### config.mk
export PLATFORM = sky130hd
export DESIGN_NAME = fec_posdiv
export DESIGN_NICKNAME = d
export VERILOG_FILES = /design/src/rtl/fire_effect_cell_update_assert.svh /design/src/rtl/fec_pkg.sv /design/src/rtl/fec_posdiv.sv
export SDC_FILE = /design/constraint.sdc
export NUM_CORES = 1
export LEC_CHECK = 0
export BUFFER_PORTS_ARGS = -buffer_cell sky130_fd_sc_hd__buf_4
export CORE_AREA = 2 2 73 75
export CTS_CLUSTER_DIAMETER = 30
export CTS_CLUSTER_SIZE = 14
export DETAILED_ROUTE_END_ITERATION = 12
export DIE_AREA = 0 0 75 77
export GPL_ROUTABILITY_DRIVEN = 0
export MAX_ROUTING_LAYER = met4
export PLACE_DENSITY = 0.64
export REMOVE_ABC_BUFFERS = 1
export SLEW_MARGIN = 20
export SYNTH_ARGS = -nofsm -noshare
export SYNTH_HDL_FRONTEND = slang
export SYNTH_SLANG_ARGS = --single-unit
### constraint.sdc
create_clock -name clock -period 4.79 [get_ports clock]
set_input_delay 0.7185 -clock clock [delete_from_list [all_inputs] [get_ports clock]]
set_output_delay 0.7185 -clock clock [all_outputs]
set_load 0.005 [all_outputs]
### src/rtl/fire_effect_cell_update_assert.svh
// ----------------------------------------------------------------------------
// Fire effect cell update: assertion macros
// Shared concurrent check forms, clocked on clock and disabled during reset.
// ----------------------------------------------------------------------------
`ifndef FIRE_EFFECT_CELL_UPDATE_ASSERT_SVH
`define FIRE_EFFECT_CELL_UPDATE_ASSERT_SVH

// A condition that must hold at every clock edge out of reset.
`define FEC_ASSERT(label, cond) \
   label: assert property (@(posedge clock) disable iff (reset) (cond)) \
      else $error("fire effect cell update: check failed");

// A condition that must hold in the cycle after a trigger.
`define FEC_ASSERT_NEXT(label, trig, cond) \
   label: assert property (@(posedge clock) disable iff (reset) (trig) |=> (cond)) \
      else $error("fire effect cell update: sequence check failed");

`endif

### src/rtl/fec_pkg.sv
// ----------------------------------------------------------------------------
// Fire effect cell update package
// Sizes, codes, transaction payload types and shared structs of the block.
// ----------------------------------------------------------------------------
`timescale 1ns / 1ps
`default_nettype none

package fec_pkg;

   // Frame geometry and derived widths.
   localparam int MAX_COLUMNS = 128;
   localparam int MAX_ROWS    = 64;
   localparam int STORE_CELLS = MAX_COLUMNS * MAX_ROWS;
   localparam int ADDR_W      = $clog2(STORE_CELLS);
   localparam int POS_W       = ADDR_W + 1;
   localparam int COL_W       = $clog2(MAX_COLUMNS);
   localparam int ROW_W       = $clog2(MAX_ROWS);
   localparam int STEP_W      = (ROW_W > 1) ? $clog2(ROW_W) : 1;

   // Field and register widths.
   localparam int HEAT_W      = 7;
   localparam int SUM_W       = HEAT_W + 2;
   localparam int CLASS_W     = 2;
   localparam int GLYPH_W     = 4;
   localparam int CFG_WIDTH_W = 8;
   localparam int CFG_HEIGHT_W = 7;
   localparam int CSR_INDEX_W = 2;
   localparam int CSR_DATA_W  = 8;

   // Register reset values.
   localparam logic [CFG_WIDTH_W-1:0]  RESET_WIDTH  = CFG_WIDTH_W'(128);
   localparam logic [CFG_HEIGHT_W-1:0] RESET_HEIGHT = CFG_HEIGHT_W'(64);
   localparam logic [HEAT_W-1:0]       RESET_SEED   = HEAT_W'(65);

   // Smallest active frame side.
   localparam int MIN_SIDE = 2;

   // Heat thresholds and glyph cap.
   localparam logic [HEAT_W-1:0] HEAT_HOT  = HEAT_W'(15);
   localparam logic [HEAT_W-1:0] HEAT_MID  = HEAT_W'(9);
   localparam logic [HEAT_W-1:0] HEAT_LOW  = HEAT_W'(4);
   localparam logic [GLYPH_W-1:0] GLYPH_MAX = GLYPH_W'(9);

   // Colour class codes.
   localparam logic [CLASS_W-1:0] CLASS_DIM = 2'd0;
   localparam logic [CLASS_W-1:0] CLASS_LOW = 2'd1;
   localparam logic [CLASS_W-1:0] CLASS_MID = 2'd2;
   localparam logic [CLASS_W-1:0] CLASS_HOT = 2'd3;

   // Register indexes of the configuration port.
   typedef enum logic [CSR_INDEX_W-1:0] {
      CSR_SCREEN_WIDTH  = 2'd0,
      CSR_SCREEN_HEIGHT = 2'd1,
      CSR_SEED_HEAT     = 2'd2
   } csr_index_type;

   // Request operation codes.
   typedef enum logic [0:0] {
      OP_SEED    = 1'b0,
      OP_ADVANCE = 1'b1
   } op_type;

   // Kind of work held in the read stage.
   typedef enum logic [1:0] {
      KIND_SEED     = 2'd0,
      KIND_ADVANCE  = 2'd1,
      KIND_PREFETCH = 2'd2
   } kind_type;

   // Request transaction payload.
   typedef struct packed {
      op_type           op;
      logic [COL_W-1:0] seed_column;
   } req_type;

   // Response transaction payload.
   typedef struct packed {
      logic [ROW_W-1:0]   cell_row;
      logic [COL_W-1:0]   cell_column;
      logic [HEAT_W-1:0]  heat_value;
      logic [CLASS_W-1:0] colour_class;
      logic [GLYPH_W-1:0] glyph_index;
      logic               visible;
      logic               frame_end;
   } rsp_type;

   // Status of the scan position divider.
   typedef struct packed {
      logic             busy;
      logic             done;
      logic [ROW_W-1:0] row;
      logic [COL_W-1:0] col;
   } div_type;

endpackage

`default_nettype wire

### src/rtl/fec_posdiv.sv
// ----------------------------------------------------------------------------
// Scan position divider
// Splits the scan position into row and column after each register write,
// one quotient bit per cycle by restoring division.
// ----------------------------------------------------------------------------
`timescale 1ns / 1ps
`default_nettype none

module fec_posdiv import fec_pkg::*; (
   input  wire logic                   clock,
   input  wire logic                   reset,
   input  wire logic                   start,
   input  wire logic [ADDR_W-1:0]      scan,
   input  wire logic [CFG_WIDTH_W-1:0] width,
   output div_type                     status
);

   logic              busy_ff, busy_in;
   logic              done_ff, done_in;
   logic [STEP_W-1:0] step_ff, step_in;
   logic [ADDR_W-1:0] rem_ff, rem_in;
   logic [ROW_W-1:0]  quo_ff, quo_in;
   logic [POS_W-1:0]  shifted;

   // Divisor shifted to the weight of the current quotient bit.
   assign shifted = POS_W'(width) << step_ff;

   // One restoring step per cycle, from the top quotient bit down.
   always_comb begin
      busy_in = busy_ff;
      step_in = step_ff;
      rem_in  = rem_ff;
      quo_in  = quo_ff;
      done_in = 1'b0;
      if (start) begin
         busy_in = 1'b1;
         step_in = STEP_W'(ROW_W - 1);
         rem_in  = scan;
         quo_in  = '0;
      end else if (busy_ff) begin
         if ({1'b0, rem_ff} >= shifted) begin
            rem_in          = rem_ff - shifted[ADDR_W-1:0];
            quo_in[step_ff] = 1'b1;
         end
         if (step_ff == '0) begin
            busy_in = 1'b0;
            done_in = 1'b1;
         end else begin
            step_in = step_ff - 1'b1;
         end
      end
   end

   always_ff @(posedge clock) begin
      if (reset) begin
         busy_ff <= 1'b0;
         done_ff <= 1'b0;
      end else begin
         busy_ff <= busy_in;
         done_ff <= done_in;
      end
   end

   always_ff @(posedge clock) begin
      step_ff <= step_in;
      rem_ff  <= rem_in;
      quo_ff  <= quo_in;
   end

   // The result is presented for one cycle, while still counted as busy.
   assign status.busy = busy_ff | done_ff;
   assign status.done = done_ff;
   assign status.row  = quo_ff;
   assign status.col  = rem_ff[COL_W-1:0];

endmodule

`default_nettype wire

== Word-level counts from Yosys, hierarchy flattened ==
Index checks and enable logic that the tools add are counted.
Word-level totals
  memories: 0
  latch bits: 0
  input bits: 24
  memory bits (writable): 0
  ROM bits: 0
  register bits after elaboration: 24
  word-level logic and storage cells: 32
  output and inout bits: 15
Operators by class
  order comparisons: 3
  $add $sub $neg: 2
  divide/modulo/power cells: 0
  shift-type cells: 1
  bitwise logic cells: 4
  reduce and logical (&&, ||, !) cells: 8
  mux-type cells: 9
  equal/unequal tests: 0
  $mul: 0
Operator list (number)
  $mux W13: 3
  $ge A13 B14 Y1: 1
  $shl A8 B3 Y14: 1
  $sub A13 B13 Y13: 1
  $or A6 B6 Y6: 1
  $reduce_and A2 Y1: 3
  $mux W1: 5
  $lt A3 B4 Y1 const B: 1
  $reduce_bool A2 Y1: 2
  $demux W1 S3: 1
  $ge A3 B1 Y1 const B: 1
  $logic_not A3 Y1: 1
  $reduce_or A3 Y1: 1
  $sub A3 B1 Y3 const B: 1
  $not A1 Y1: 2
  $logic_and A1 B1 Y1: 1
  $or A1 B1 Y1: 1

== Logic depth before layout (Yosys ltp) ==
  word-level depth: 5
  depth in mapped cells: 13

== Worst setup path after synthesis ==
No wires, ideal clock.
  path type: in2reg
  from: input port width[6]
  to: register rem_ff[0], enable pin
  slack: 1.553 ns
  stages: 11
  buffers on the path: 0
  data required time: 4.467 ns
  arrival: 2.914 ns
  cell sequence: nor2b_1 -> a211oi_1 -> a21oi_1 -> mux2i_1 -> ha_1 -> and4_4 -> nand2_2 -> or4_4 -> a21boi_2 -> o21bai_4 -> a21o_2
Between the ends
  longest elaborated chain between the ends: 4
Ends and longest elaborated chain
  start, declared: line fec_posdiv.sv:14  | input wire logic [CFG_WIDTH_W-1:0] width,
  $shl A8 B3 Y14: line fec_posdiv.sv:26  | assign shifted = POS_W'(width) << step_ff;
  $ge A13 B14 Y1: line fec_posdiv.sv:41  | if ({1'b0, rem_ff} >= shifted) begin
  $reduce_bool A2 Y1 (no line)
  $reduce_and A2 Y1 (no line)
  end signal, assigned: line fec_posdiv.sv:66  | rem_ff <= rem_in;
  end, declared: line fec_posdiv.sv:21  | logic [ADDR_W-1:0] rem_ff, rem_in;
No other way between the ends.
A chain may end at the register's enable or synchronous reset.

== Final worst setup path ==
  from: register step_ff[1]
  to: register rem_ff[0], enable pin
Between the ends
  longest elaborated chain between the ends: 4
Ends and longest elaborated chain
  start, declared: line fec_posdiv.sv:20  | logic [STEP_W-1:0] step_ff, step_in;
  start signal, assigned: line fec_posdiv.sv:65  | step_ff <= step_in;
  $shl A8 B3 Y14: line fec_posdiv.sv:26
  $ge A13 B14 Y1: line fec_posdiv.sv:41
  $reduce_bool A2 Y1 (no line)
  $reduce_and A2 Y1 (no line)
No other way between the ends.

==> reports/metrics.cfg <==
[run_status]
run_status=completed

[critical_path]
cp_common_cell=o21ai_0
worstSetupPathType=reg -> reg
critPathMaxStageDelay_ns=0.73
arrival_ns=3.65
crit_required_ns=4.73
crit_path_max_fanout=17
crit_chain=mux2_2 > o21ai_0 > nand2_1 > o21ai_0 > ha_1 > and4_4 > nand2_2 > or4_4 > a21boi_2 > o21bai_4 > a21o_2
critPathSlowestCell=dfxtp_1
cp-start-kind=register
worst_setup_path_end_kind=register

[worst_hold_path]
hold_class=reg -> reg

[floorplanning]
fp.dieH_um=77
io_pins=39
fp.coreArea_sq_um=4980
start_util_pct=38.8
dieArea_sq_um=5780
num_rows=26
die_w_um=75

[route]
ant_nets=0
initialDrtViolationCount=53
viasPerCell=5.15
wire_per_inst_um=13.8
routed_wl_um=4360
firstDrtPassIters=5
dr_total_vias=1627
drc_errors=0

[logic_synthesis]
yosysUniqueCellTypes=52
syn_inst=221
yosys_warnings=0
synth-seq-cells=24
async_flop_share_pct=0
synth_enable_flop_cells=13
synth_top_flop_cell=edfxtp_1
synth_area_sq_um=1930
postSynthAreaPerCell_sq_um=8.75
ys_seq_area_share_pct=31.6

[global_route]
grt-ovfl-total=0
antenna_found_initial=0
grt_usage_pct=16.4
grt_pass1_vias=1548
grt_pass1_wl_um=7290
grt_max_degree=30

[cts]
clk_pin_slew_ns=0.09
tritoncts=built
hold_buffers=0
cts-resized-gates=0
numCtsBuffers=3
cts.sink_count=24
clk_path_buf_depth=2
htree_levels=1
root_buffer=clkbuf_8
clk_latency_ns=0.27
post_cts_buffers=0

[sta]
grt_setup_unrepaired=false
worst_pin_slew_ns=0.629
maxSlewViolCount=0
relSlewSlack_pct=58.0
period_share_pct=77.4
clock_skew_ns=0.00834
post-route-min-period_ns=3.71
setup_violations=0
hold_violations=0
fmax_mhz=270
worst_slack_ns=1.08
timing.setup.tns_ns=0

[pwr]
peakVddDrop_v=0.000159
switching_share_pct=37.4
p_int_mw=0.566
power_density_nw_per_um2=404
clockPowerShare_pct=17.9
pwr-share-seq_pct=33.3
leakage_nw=0.957
p_switching_mw=0.339
pwr-share-comb_pct=48.8

[layout]
area_growth_pct=15.9
final_core_util_pct=45.0
final_area_sq_um=2240
drive_gt1_share_pct=22.8
final_cell_mix=38 x buf_4, 29 x nand2_1, 19 x a21oi_1
diodes=0
nets=287
mostFrequentLayoutCell=buf_4

[run]
cap_viol_max_count=0

[placed_design]
dpl_cell_area_sq_um=2170
place_hpwl_um=3380
pre_cts_slack_ns=1.09
port_buffers=38

synth_stat cells (all sizes together), types with 4 or more instances:
master / instances / area share, %
nand2: 30 / 6.0
a21oi: 19 / 4.9
o21ai: 18 / 4.7
ha: 15 / 9.7
edfxtp: 13 / 20
nor2: 13 / 2.5
dfxtp: 11 / 11
buf: 9 / 3.7
mux2i: 9 / 4.7
clkbuf: 8 / 3.1
inv: 8 / 1.6
xor2: 7 / 3.2
a21o: 4 / 1.7
a31oi: 4 / 1.3
and3: 4 / 1.4
nand3: 4 / 1.0
nor3: 4 / 1.0
power groups by stage:
| stage | clock, mW | sequential (mW) | combinational [mW] |
|---|---|---|---|
| finish | 0.162 | 0.301 | 0.442 |
| CTS | 0.165 | 0.302 | 0.443 |
| global route | 0.175 | 0.307 | 0.497 |
| floorplan | 0 | 0.298 | 0.326 |
| global placement | 0 | 0.306 | 0.438 |
| detailed placement | 0 | 0.306 | 0.440 |
worst paths after layout:
| path | startpoint | end | slack, ns | depth (start not counted) |
|---|---|---|---|---|
| max | step_ff[1]$_SDFFE_PP0P_ | rem_ff[0]$_DFFE_PP_ | 1.08 | 11 |
| min | quo_ff[3]$_SDFFE_PP0P_ | quo_ff[3]$_SDFFE_PP0P_ | 0.47 | 2 |
| max reg2reg | step_ff[1]$_SDFFE_PP0P_ | rem_ff[0]$_DFFE_PP_ | 1.08 | 11 |
| min reg2reg | quo_ff[3]$_SDFFE_PP0P_ | quo_ff[3]$_SDFFE_PP0P_ | 0.47 | 2 |
per-stage QoR:
step	power [mW]	std cells	hold slack, ns
after floorplan	0.624	204	0.446
after global placement	0.744	312	0.457
after detailed placement	0.746	312	0.458
after CTS	0.909	316	0.471
after global routing	0.979	316	0.482
final	0.904	316	0.473
state kept, by name, indices dropped and copies added, names as in the netlist:
name and count:
done_ff 1, busy_ff 1, step_ff 3, rem_ff 13, quo_ff 6
worst max-delay path, delay by kind of cell, from the launching register on:
family | cells | cell delay [ns]
muxes | 1 | 0.41
DFF | 1 | 0.73
and+or+nand+nor | 4 | 0.92
AOI/OAI and AO/OA | 5 | 1.12
adders and majority gates | 1 | 0.21
cell type report:
cell class                 instances  area, sq um
sequential                        24          611
multi-input combinational        171         1160
fill                             515         2740
timing repair buffer              38          285
tap                               70         87.6
clock buffer                       4         66.3
inverter                           9         33.8
routing by layer:
| metal | vias up | track usage, % | wire length [um] | part of all wire (%) |
|---|---|---|---|---|
| met1 | 745 | 23.7 | 2190 | 50 |
| li1 | 841 | - | - | - |
| met5 | - | - | 0 | 0 |
| met2 | 37 | 24.4 | 1960 | 45 |
| met3 | 4 | 1.71 | 169 | 3.9 |
| met4 | 0 | 3.75 | 44 | 1.0 |
logic make-up after synthesis:
group / after synthesis / synth area share [%]
DFF: 24 / 31.6
xor gates and xnor gates: 10 / 4.53
and+or+nand+nor: 71 / 17.9
AOI/OAI and AO/OA: 64 / 21.4
buffers and inverters: 26 / 8.54
adders and majority gates: 16 / 10.7
muxes: 10 / 5.24
Note: power is estimated with default switching activity, not from simulation.
