[src/rtl/fire_effect_cell_update_assert.svh]
// ----------------------------------------------------------------------------
// Fire effect cell update: assertion macros
// Shared concurrent check forms, clocked on clock and disabled during reset.
// ----------------------------------------------------------------------------
`ifndef FIRE_EFFECT_CELL_UPDATE_ASSERT_SVH
`define FIRE_EFFECT_CELL_UPDATE_ASSERT_SVH

// A condition that must hold at every clock edge out of reset.
`define FEC_ASSERT(label, cond) \
   label: assert property (@(posedge clock) disable iff (reset) (cond)) \
      else $error("fire effect cell update: check failed");

// A condition that must hold in the cycle after a trigger.
`define FEC_ASSERT_NEXT(label, trig, cond) \
   label: assert property (@(posedge clock) disable iff (reset) (trig) |=> (cond)) \
      else $error("fire effect cell update: sequence check failed");

`endif

[src/rtl/fec_pkg.sv]
// ----------------------------------------------------------------------------
// Fire effect cell update package
// Sizes, codes, transaction payload types and shared structs of the block.
// ----------------------------------------------------------------------------
`timescale 1ns / 1ps
`default_nettype none

package fec_pkg;

   // Frame geometry and derived widths.
   localparam int MAX_COLUMNS = 128;
   localparam int MAX_ROWS    = 64;
   localparam int STORE_CELLS = MAX_COLUMNS * MAX_ROWS;
   localparam int ADDR_W      = $clog2(STORE_CELLS);
   localparam int POS_W       = ADDR_W + 1;
   localparam int COL_W       = $clog2(MAX_COLUMNS);
   localparam int ROW_W       = $clog2(MAX_ROWS);
   localparam int STEP_W      = (ROW_W > 1) ? $clog2(ROW_W) : 1;

   // Field and register widths.
   localparam int HEAT_W      = 7;
   localparam int SUM_W       = HEAT_W + 2;
   localparam int CLASS_W     = 2;
   localparam int GLYPH_W     = 4;
   localparam int CFG_WIDTH_W = 8;
   localparam int CFG_HEIGHT_W = 7;
   localparam int CSR_INDEX_W = 2;
   localparam int CSR_DATA_W  = 8;

   // Register reset values.
   localparam logic [CFG_WIDTH_W-1:0]  RESET_WIDTH  = CFG_WIDTH_W'(128);
   localparam logic [CFG_HEIGHT_W-1:0] RESET_HEIGHT = CFG_HEIGHT_W'(64);
   localparam logic [HEAT_W-1:0]       RESET_SEED   = HEAT_W'(65);

   // Smallest active frame side.
   localparam int MIN_SIDE = 2;

   // Heat thresholds and glyph cap.
   localparam logic [HEAT_W-1:0] HEAT_HOT  = HEAT_W'(15);
   localparam logic [HEAT_W-1:0] HEAT_MID  = HEAT_W'(9);
   localparam logic [HEAT_W-1:0] HEAT_LOW  = HEAT_W'(4);
   localparam logic [GLYPH_W-1:0] GLYPH_MAX = GLYPH_W'(9);

   // Colour class codes.
   localparam logic [CLASS_W-1:0] CLASS_DIM = 2'd0;
   localparam logic [CLASS_W-1:0] CLASS_LOW = 2'd1;
   localparam logic [CLASS_W-1:0] CLASS_MID = 2'd2;
   localparam logic [CLASS_W-1:0] CLASS_HOT = 2'd3;

   // Register indexes of the configuration port.
   typedef enum logic [CSR_INDEX_W-1:0] {
      CSR_SCREEN_WIDTH  = 2'd0,
      CSR_SCREEN_HEIGHT = 2'd1,
      CSR_SEED_HEAT     = 2'd2
   } csr_index_type;

   // Request operation codes.
   typedef enum logic [0:0] {
      OP_SEED    = 1'b0,
      OP_ADVANCE = 1'b1
   } op_type;

   // Kind of work held in the read stage.
   typedef enum logic [1:0] {
      KIND_SEED     = 2'd0,
      KIND_ADVANCE  = 2'd1,
      KIND_PREFETCH = 2'd2
   } kind_type;

   // Request transaction payload.
   typedef struct packed {
      op_type           op;
      logic [COL_W-1:0] seed_column;
   } req_type;

   // Response transaction payload.
   typedef struct packed {
      logic [ROW_W-1:0]   cell_row;
      logic [COL_W-1:0]   cell_column;
      logic [HEAT_W-1:0]  heat_value;
      logic [CLASS_W-1:0] colour_class;
      logic [GLYPH_W-1:0] glyph_index;
      logic               visible;
      logic               frame_end;
   } rsp_type;

   // Status of the scan position divider.
   typedef struct packed {
      logic             busy;
      logic             done;
      logic [ROW_W-1:0] row;
      logic [COL_W-1:0] col;
   } div_type;

endpackage

`default_nettype wire

[src/rtl/fec_shade.sv]
// ----------------------------------------------------------------------------
// Heat shader
// Averages the four neighbourhood cells and grades the new heat into a
// colour class and a glyph index.
// ----------------------------------------------------------------------------
`timescale 1ns / 1ps
`default_nettype none

module fec_shade import fec_pkg::*; (
   input  wire logic [HEAT_W-1:0] cell_here,
   input  wire logic [HEAT_W-1:0] cell_below,
   input  wire logic [HEAT_W-1:0] cell_right,
   input  wire logic [HEAT_W-1:0] cell_below_right,
   output logic      [HEAT_W-1:0] heat,
   output logic      [CLASS_W-1:0] colour,
   output logic      [GLYPH_W-1:0] glyph
);

   logic [SUM_W-1:0] sum;

   // Truncated average of four cells.
   assign sum  = SUM_W'(cell_here) + SUM_W'(cell_below)
               + SUM_W'(cell_right) + SUM_W'(cell_below_right);
   assign heat = sum[SUM_W-1:2];

   // Colour grading by heat band.
   always_comb begin
      if (heat > HEAT_HOT) begin
         colour = CLASS_HOT;
      end else if (heat > HEAT_MID) begin
         colour = CLASS_MID;
      end else if (heat > HEAT_LOW) begin
         colour = CLASS_LOW;
      end else begin
         colour = CLASS_DIM;
      end
   end

   // The glyph follows the heat up to the last character of the table.
   assign glyph = (heat > HEAT_W'(GLYPH_MAX)) ? GLYPH_MAX : heat[GLYPH_W-1:0];

endmodule

`default_nettype wire

[config.mk]
export PLATFORM = sky130hd
export DESIGN_NAME = fec_shade
export DESIGN_NICKNAME = d
export VERILOG_FILES = /design/src/rtl/fire_effect_cell_update_assert.svh /design/src/rtl/fec_pkg.sv /design/src/rtl/fec_shade.sv
export SDC_FILE = /design/constraint.sdc
export NUM_CORES = 1
export LEC_CHECK = 0
export BUFFER_PORTS_ARGS = -buffer_cell sky130_fd_sc_hd__buf_4
export CORE_ASPECT_RATIO = 1.2
export CORE_UTILIZATION = 44
export DETAILED_ROUTE_END_ITERATION = 12
export PLACE_DENSITY = 0.82
export SYNTH_ARGS = -nofsm -noshare
export SYNTH_HDL_FRONTEND = slang
export SYNTH_SLANG_ARGS = --single-unit
export TNS_END_PERCENT = 100
[constraint.sdc]
create_clock -name vclk -period 3.5
set_input_delay 0.525 -clock vclk [all_inputs]
set_output_delay 0.525 -clock vclk [all_outputs]
set_load 0.02 [all_outputs]
### After elaboration in Yosys (flattened, before gate mapping)

Cells that the tools add are included.

| cells by class | value |
|---|---|
| order comparisons | 3 |
| add/sub/neg operators | 3 |
| muxes and demuxes | 4 |

Operator list:

| kind | number |
|---|---|
| greater-than comparator 7 x 4 -> 1 bit (second input constant) | 2 |
| adder 8 x 7 -> 9 bit | 1 |
| adder 9 x 7 -> 9 bit | 1 |
| adder 7 x 7 -> 8 bit | 1 |
| greater-than comparator 7 x 3 -> 1 bit (second input constant) | 1 |
| 2-to-1 mux 2 bit | 2 |
| 2-to-1 mux 4 bit | 1 |
| 2-to-1 mux 1 bit | 1 |

| word-level totals | value |
|---|---|
| bits in registers | 0 |
| output and inout port bits | 13 |
| input port bits | 28 |
| logic and storage cells | 10 |

### Longest topological paths before layout

Gate-level depths: netlist of run 1.

| logic depth | value |
|---|---|
| depth after elaboration | 7 |
| mapped depth | 10 |
| gate-level depth less buffers | 10 |

### Worst setup path after synthesis of run 1

OpenSTA, ideal clock, no wires.

| timing | value |
|---|---|
| path type | input-to-output |
| start | input cell_here[2] |
| end | output glyph[2] |
| data required time | 2975 ps |
| buffers on the path | 0 |
| stages on the path | 10 |
| arrival | 3525 ps |
| setup slack | -550 ps |
| cell sequence | inv_1 -> fa_1 -> fa_1 -> inv_1 -> fa_1 -> a211o_2 -> nand3_1 -> nand3b_1 -> nor3_1 -> nor2b_1 |

| between the ends | value |
|---|---|
| word-level cells in the longest chain between the ends | 5 |

RTL lines:

| element | line | text |
|---|---|---|
| start: declaration | fec_shade.sv:10 | `input wire logic [HEAT_W-1:0] cell_here,` |
| adder 7 x 7 -> 8 bit | fec_shade.sv:22 | `assign sum = SUM_W'(cell_here) + SUM_W'(cell_below)` |
| adder 8 x 7 -> 9 bit | fec_shade.sv:23 | `+ SUM_W'(cell_right) + SUM_W'(cell_below_right);` |
| adder 9 x 7 -> 9 bit | fec_shade.sv:23 |  |
| net heat[5] | fec_shade.sv:14 | `output logic [HEAT_W-1:0] heat,` |
| greater-than comparator 7 x 4 -> 1 bit | fec_shade.sv:40 | `assign glyph = (heat > HEAT_W'(GLYPH_MAX)) ? GLYPH_MAX : heat[GLYPH_W-1:0];` |
| 2-to-1 mux 4 bit | fec_shade.sv:40 |  |
| end: declaration | fec_shade.sv:16 | `output logic [GLYPH_W-1:0] glyph` |

The timed path passes the listed nets, and every way through them passes these cells.

### Worst setup path after layout of run 1

| timing | value |
|---|---|
| start | input cell_right[2] |
| end | output glyph[1] |

| between the ends | value |
|---|---|
| word-level cells in the longest chain between the ends | 4 |

RTL lines:

| element | line | text |
|---|---|---|
| start: declaration | fec_shade.sv:12 | `input wire logic [HEAT_W-1:0] cell_right,` |
| adder 8 x 7 -> 9 bit (*) | fec_shade.sv:23 |  |
| adder 9 x 7 -> 9 bit (*) | fec_shade.sv:23 |  |
| greater-than comparator 7 x 4 -> 1 bit | fec_shade.sv:40 |  |
| 2-to-1 mux 4 bit (*) | fec_shade.sv:40 |  |

Mark *: on every way between the ends. The rest lies on a longest branch, timed or not.

==> results of run 1 <==
[routing by layer]
metal,vias up,wire [um]
li1,423,-
met1,475,1010
met2,51,1820
met3,16,152
met4,0,154
met5,-,0
[final cells by class]
cell class | instances | area (sq um)
repair buffers | 61 | 519
well taps | 18 | 22.5
fillers | 54 | 100
inverters | 36 | 145
multi-input cells | 59 | 855
[timing repair]
| action | CTS | global route |
|---|---|---|
| endpoints found under the setup margin | 10 | 12 |
| cloned | 0 | 0 |
| gates resized for setup | 25 | 13 |
| pin swaps | 6 | 4 |
| setup buffers | 1 | 0 |
[logic make-up (layout without fill, tap and decap cells)]
kind of cell	count (synthesis)	count (layout)	synth area share
compound gates	17	17	0.172
xor+xnor	2	2	0.0227
simple gates	20	20	0.170
buf+inv	36	97	0.175
fa+ha+maj	20	20	0.460
[where the power goes]
group	switching, uW	internal (uW)	leakage (uW)
combinational	523	508	0.000772
sequential	0	0	0
clock	0	0	0
total	523	508	0.000772
[layout by cell type (no fill, tap or decap), drive strengths merged, types with 2 or more instances in the layout]
cell | netlist | final
nand3b | 2 | 2
nand2 | 3 | 3
nor2 | 3 | 3
buf | 0 | 61
and3 | 2 | 2
nand2b | 2 | 2
a211oi | 2 | 2
xnor2 | 2 | 2
nor3b | 2 | 2
o221ai | 2 | 2
fa | 14 | 14
ha | 6 | 6
a21o | 3 | 3
nor2b | 2 | 2
inv | 36 | 36
a21oi | 2 | 2
[worst max path at each step]
stage / from / to / slack (ns) / cells past startpoint
2_1_floorplan: cell_right[1] / glyph[0] / -0.32 / 10
3_3_place_gp: cell_right[2] / colour[0] / -0.40 / 13
3_5_place_dp: cell_right[2] / colour[0] / -0.46 / 13
4_1_cts: cell_right[2] / glyph[1] / -0.35 / 12
5_1_grt: cell_below[1] / colour[0] / -0.51 / 13
6_report: cell_right[2] / glyph[1] / -0.45 / 12
[metrics by stage]
step | worst slack [ns] | std cells | utilization
floorplan | -0.320 | 95 | -
global placement | -0.405 | 173 | 0.843
detailed placement | -0.463 | 173 | 0.843
CTS | -0.355 | 174 | 0.902
global route | -0.508 | 174 | 0.939
finish | -0.455 | 174 | 0.939
==> results.md, run 1 <==
* Status: complete, but fails checks
* Violated checks: setup timing
* Seq_cells at 0
* Per-cell routed wire length at 18.1 um
* RSZ-0062 raised after global routing: yes
* Buf+Inv Stages, Crit Path at 4
* IO Pins at 41
* Hold Path Origin: cell_below_right[0]
* Most common cell in the netlist: inv_1
* Final hold viol count at 0
* Fin nets at 206
* WHS Endpoint: heat[0]
* Grt total ovfl at 0
* Remaining DRCs at 0
* Most frequent cells after synthesis: inv_1, fa_1, ha_1
* GRT Total Usage at 0.304
* Period utilization at 1.13
* Area Growth Syn to Fin at 99.7%
* Pin count of the biggest net entering global routing at 7
* Vias in the first global route at 954
* Final TNS setup at -2.94 ns
* Final Max Slew Viols at 0
* GRT met3 Usage at 0.0140
* Worst Hold Class: in -> out
* Fmax at 0.253 GHz
* DR pass1 iterations at 4
* Crit path cell chain: buf_8 > inv_4 > fa_1 > fa_1 > inv_2 > fa_2 > a21o_2 > a211oi_2 > a21oi_2 > or4_4 > nor2_4 > buf_6
* Main area contributors after synthesis: fa_1, inv_1, ha_1
* Startpoint types: input port
* Minimum clock period at 3.95 ns
* Initial Util at 0.470
* Hold Worst Slack at 1.78 ns
* Register area share after synthesis at 0
* CP most frequent cell: fa_1
* Chip width at 40.2 um
* Crit end category: primary output
* Hold path depth at 4
* First-pass GRT wire length at 3910 um
* Yosys warns at 0
* Critical path type: in -> out
* M1 GR Usage at 0.264
* Least-Margin Pin Slew at 0.323 ns
* Core box area at 1640 sq um
* DRT antenna net count at 0
* Final setup fails at 9
* Vias at 965
* Static Leak at 0.000772 uW
* Layer with the highest usage: met2
* Layout cells sized above 1 at 0.673
* Post-Layout Inst Area at 1540 sq um
* Hold_buf cts at 0
* Die area at 1930 sq um
* CP arrival at 3.43 ns
* Port bufs at 41
* Area after DPL at 1380 sq um
* Initial antenna violation count at 0
* Rows at 16
* DP HPWL at 1890 um
* Vias/cell at 5.55
* Required time worst endpoint at 2.97 ns
* Critical Path Slowest Stage Cell: fa_1
* Die Ht at 47.9 um
* Total wire length at 3140 um
* Slew headroom at 0.784
* Gpl congestion at 0.833
* Share of the synthesized area in the top cell type at 0.363
* Critical path's top delay family: adder cells
* Power Total at 1030 uW
* # diodes at 0
* Mapped Cells at 95
* Largest area contributor in the netlist: fa_1
* CP max FO at 3
* Final setup margin at -0.455 ns
* Number of clock buffers in the layout at 0
* Post-Syn Area per Cell at 8.13 sq um
* Post-synth cell types at 29
* Worst IR Drop VDD at 0.537 mV
* Starting DRT DRC Count at 10
* P per Cell Area at 669 nW/um^2
* Register area at 0 sq um
* Syn Nets at 143
* Max-cap violation count at 0
* Max incr delay on CP at 0.53 ns
* Post-Syn Area at 772 sq um
* Met2 GRT Util at 0.690
Power figures use the tool's default switching activity.
==> run 2, diff against run 1 <==
--- a/config.mk
+++ b/config.mk
@@ -5,11 +5,12 @@
 export SDC_FILE = /design/constraint.sdc
 export NUM_CORES = 1
 export LEC_CHECK = 0
+export ABC_AREA = 1
 export BUFFER_PORTS_ARGS = -buffer_cell sky130_fd_sc_hd__buf_4
-export CORE_ASPECT_RATIO = 1.2
-export CORE_UTILIZATION = 44
+export CORE_ASPECT_RATIO = 1.25
+export CORE_UTILIZATION = 45
 export DETAILED_ROUTE_END_ITERATION = 12
-export PLACE_DENSITY = 0.82
+export PLACE_DENSITY = 0.8
 export SYNTH_ARGS = -nofsm -noshare
 export SYNTH_HDL_FRONTEND = slang
 export SYNTH_SLANG_ARGS = --single-unit
==> results.md, run 2 <==
* Period utilization at 1.02
* Violated checks: setup timing
* Final TNS setup at -0.274 ns
* Final hold viol count at 0
* Initial Util at 0.498
* Die area at 2210 sq um
* Initial antenna violation count at 0
* Mapped Cells at 140
* # diodes at 0
* Post-Syn Area at 911 sq um
* P_int at 346 uW
* Register area at 0 sq um
* Gpl congestion at 0.802
* GRT Total Usage at 0.198
* Remaining DRCs at 0
* Most frequent cells after synthesis: inv_1, nand2_1, fa_1, nand3_1, nand2_2
* CP max FO at 3
* Startpoint types: input port
* IO Pins at 41
* Non-filler cells, final at 203
* Area Growth Syn to Fin at 54.8%
* First-pass GRT wire length at 3580 um
* Port bufs at 41
* DR pass1 iterations at 4
* Grt total ovfl at 0
* Static Leak at 0.000837 uW
* Syn Nets at 188
* Crit end category: primary output
* Critical Path Slowest Stage Cell: fa_2
* Minimum clock period at 3.58 ns
* Die Ht at 52.3 um
* Reg power frac at 0
* Yosys warns at 0
* Critical path type: in -> out
* Number of clock buffers in the layout at 0
* Least-Margin Pin Slew at 0.283 ns
* Crit path cell chain: buf_6 > inv_2 > fa_1 > fa_2 > nor3_4 > fa_2 > nand2_2 > nand2_4 > nand3_4 > nand3_2 > nand2_2 > nand2_4 > nor2_4 > nand3_2 > buf_6
* Register area share after synthesis at 0
* Clock power frac at 0
* Layout cells sized above 1 at 0.451
* Vias in the first global route at 987
* Final setup margin at -0.0783 ns
* Seq_cells at 0
* Max-cap violation count at 0
* Rows at 17
* Most common library cell in the layout ignoring fill and taps: inv_1
* Most frequent cells in the layout: inv_1, buf_4, nand2_1
* Worst Hold Class: in -> out
* Post-Syn Area per Cell at 6.51 sq um
* Placed insts at 201
* Fmax at 0.279 GHz
* P per Cell Area at 602 nW/um^2
* Main area contributors after synthesis: fa_1, inv_1, nand2_1
* DRT antenna net count at 0
* Vias at 968
* CP arrival at 3.05 ns
* RSZ-0062 raised after global routing: yes
* DP HPWL at 1770 um
* Max incr delay on CP at 0.63 ns
* Largest area contributor in the netlist: fa_1
* Starting DRT DRC Count at 10
* Total wire length at 2230 um
* Pin count of the biggest net entering global routing at 8
* Worst IR Drop VDD at 0.493 mV
* Final design utilization at 0.771
* Final setup fails at 6
* Chip width at 42.2 um
* Core box area at 1830 sq um
* Required time worst endpoint at 2.97 ns
* Switch share at 0.592
* Slew headroom at 0.812
* Fin nets at 234
* Per-cell routed wire length at 11.0 um
* Most common cell in the netlist: inv_1
* Status: complete, but fails checks
* Share of the synthesized area in the top cell type at 0.308
* Psw at 502 uW
* Combinational fraction of design power at 1.000
* Post-synth cell types at 18
* Post-Layout Inst Area at 1410 sq um
* Vias/cell at 4.77
* Final Max Slew Viols at 0
* Area after DPL at 1250 sq um
* Hold Worst Slack at 1.68 ns
* Hold_buf cts at 0
## run 2: cell type report
class	instances	area [sq um]
Tap cell	19	23.8
Timing Repair Buffer	44	364
Fill cell	136	419
Multi-Input combinational cell	88	827
Inverter	52	195
## run 2: cell families (layout without fill, tap and decap cells)
logic type	count (synthesis)	after routing	share of synthesized area
buf+inv	52	96	0.214
compound gates	5	5	0.0343
fa+ha+maj	20	20	0.390
simple gates	63	63	0.361
## run 2: path summary, 6_finish.rpt
path / from / to / slack [ns] / cells after the start
hold / removal: cell_right[6] / heat[6] / 1.68 / 6
setup / recovery: cell_right[1] / glyph[0] / -0.08 / 15
## run 2: through the flow
step	setup slack [ns]	power, uW
2_1_floorplan	0.0987	494
3_3_place_gp	-0.0320	680
3_5_place_dp	-0.0810	702
4_1_cts	0.00849	727
5_1_grt	-0.196	929
6_report	-0.0783	848
## run 2: routing by layer
metal / track usage / up-vias / wire length (um)
met4: 0.0260 / 0 / 34
met1: 0.209 / 450 / 804
met3: 0.00345 / 4 / 70
li1: - / 486 / -
met2: 0.431 / 28 / 1330
met5: 0 / - / 0
## run 2: worst max-delay path, delay by kind of cell
family        cells  cell delay [ns]
fa+ha+maj         3             1.51
simple gates      9             0.78
buf+inv           3             0.24
## run 2: repair_timing
item	in CTS	in global routing
pin swaps	4	7
gates resized for setup	5	32
endpoints found under the setup margin	6	6
setup buffers	0	2
## run 2: power by group through the flow
stage	logic [uW]	clock network, uW	registers (uW)
final	848	0	0
after global routing	929	0	0
after CTS	727	0	0
after detailed placement	702	0	0
after global placement	680	0	0
after floorplan	494	0	0
==> run 3, diff against run 2 <==
==> constraint.sdc (replaced) <==
create_clock -name vclk -period 3.5
set_input_delay 0.35 -clock vclk [all_inputs]
set_output_delay 0.35 -clock vclk [all_outputs]
set_load 0.02 [all_outputs]
==> results.md, run 3 (synthesis gave the netlist of run 2 again) <==
* RSZ-0062 raised after global routing: no
* Slew headroom at 0.828
* Final TNS setup at 0 ns
* DP HPWL at 1840 um
* Starting DRT DRC Count at 6
* Port bufs at 41
* Area Growth Syn to Fin at 36.4%
* Initial Util at 0.498
* Core box area at 1830 sq um
* Initial antenna violation count at 0
* Rows at 17
* WHS Endpoint: heat[0]
* Area of the multi-input gates at 716 sq um
* Critical path type: in -> out
* CP max FO at 4
* Met1 wire length at 726 um
* Worst Hold Class: in -> out
* Fmax at 0.304 GHz
* Final design utilization at 0.679
* CP arrival at 2.93 ns
* Post-CTS setup buffers at 0
* Met2 wire length at 1190 um
* Grt total ovfl at 0
* Period utilization at 0.939
* Hold Path Origin: cell_below_right[0]
* Metal3 WL at 68 um
* Crit path cell chain: buf_4 > inv_1 > fa_1 > fa_1 > nor3_4 > fa_1 > nand2_1 > inv_1 > or2_1 > nand3_1 > nand3_1 > nand2_1 > nand2_1 > buf_4
* Pin count of the biggest net entering global routing at 8
* Minimum clock period at 3.28 ns
* Gpl congestion at 0.819
* Static Leak at 0.000799 uW
* Max-cap violation count at 0
* Fill count at 162
* Fin nets at 231
* Seq_cells at 0
* Post-CTS Resized at 0
* Max incr delay on CP at 0.60 ns
* Register area at 0 sq um
* Status: complete, no violations
* Final setup fails at 0
* Per-cell routed wire length at 9.94 um
* DR pass1 iterations at 4
* Chip width at 42.2 um
* Vias in the first global route at 947
* P per Cell Area at 558 nW/um^2
* Total wire length at 1990 um
* Remaining DRCs at 0
* Startpoint types: input port
* Hold_buf cts at 0
* Least-Margin Pin Slew at 0.258 ns
* IO Pins at 41
* Final setup margin at 0.215 ns
* Worst IR Drop VDD at 0.395 mV
* Final Max Slew Viols at 0
* Vias/cell at 4.61
* Vias at 922
* Die Ht at 52.3 um
* Place WS at 0.200 ns
* Hold path depth at 5
* Most common library cell in the layout ignoring fill and taps: inv_1
* Number of clock buffers in the layout at 0
* GRT Total Usage at 0.206
* Top Metal Used: met3
* Layout cells sized above 1 at 0.326
* DRT antenna net count at 0
* Most frequent cells in the layout: inv_1, buf_4, nand2_1
* Critical Path Slowest Stage Cell: fa_1
* # diodes at 0
* Required time worst endpoint at 3.15 ns
* Power Total at 693 uW
* First-pass GRT wire length at 3670 um
* Die area at 2210 sq um
* Final hold viol count at 0
* Hold Worst Slack at 1.35 ns
* Crit end category: primary output
run 3: cell types whose count changed in the layout (fill, tap and decap cells not counted), moves of 3 or more:
cell     delta
buf_6       -9
buf_4       +6
nand2_1     +6
inv_1       +4
inv_2       -4
nand3_1     +4
nand2_2     -3
nand2_4     -3
nand3_2     -3
nor2_4      -3
run 3: power breakdown:
part	leakage (uW)	total, uW	internal [uW]	switching, uW
Sequential	0	0	0	0
Combinational	0.000799	693	270	423
Clock	0	0	0	0
run 3: cell type report:
cell class | count | share of cell area
Inverter | 52 | 0.157
Tap cell | 19 | 0.0191
Multi-Input combinational cell | 88 | 0.576
Timing Repair Buffer | 41 | 0.248
run 3: stage by stage:
step	area, sq um	cells
after floorplan	911	140
after global placement	1240	200
after detailed placement	1240	200
after CTS	1240	200
after global routing	1240	200
final	1240	200
run 3: worst max-delay path by stage:
stage	start	cells after the start	to	slack, ns
finish	cell_here[1]	14	colour[0]	0.22
global route	cell_here[1]	14	colour[0]	0.02
CTS	cell_here[1]	14	colour[0]	0.19
detailed placement	cell_here[1]	14	colour[0]	0.20
global placement	cell_here[1]	14	colour[0]	0.30
floorplan	cell_here[1]	12	glyph[1]	0.45
run 3: critical path: cells and delay by family:
kind	cells	cell delay (ns)
adders and majority gates	3	1.50
and+or+nand+nor	7	0.75
buffers and inverters	4	0.32
run 3: metal layers:
layer  global-route usage  up-vias
met3                    0        0
li1                     -      479
met2                0.467       26
met1                0.217      417
met4                    0        0
met5                    0        -
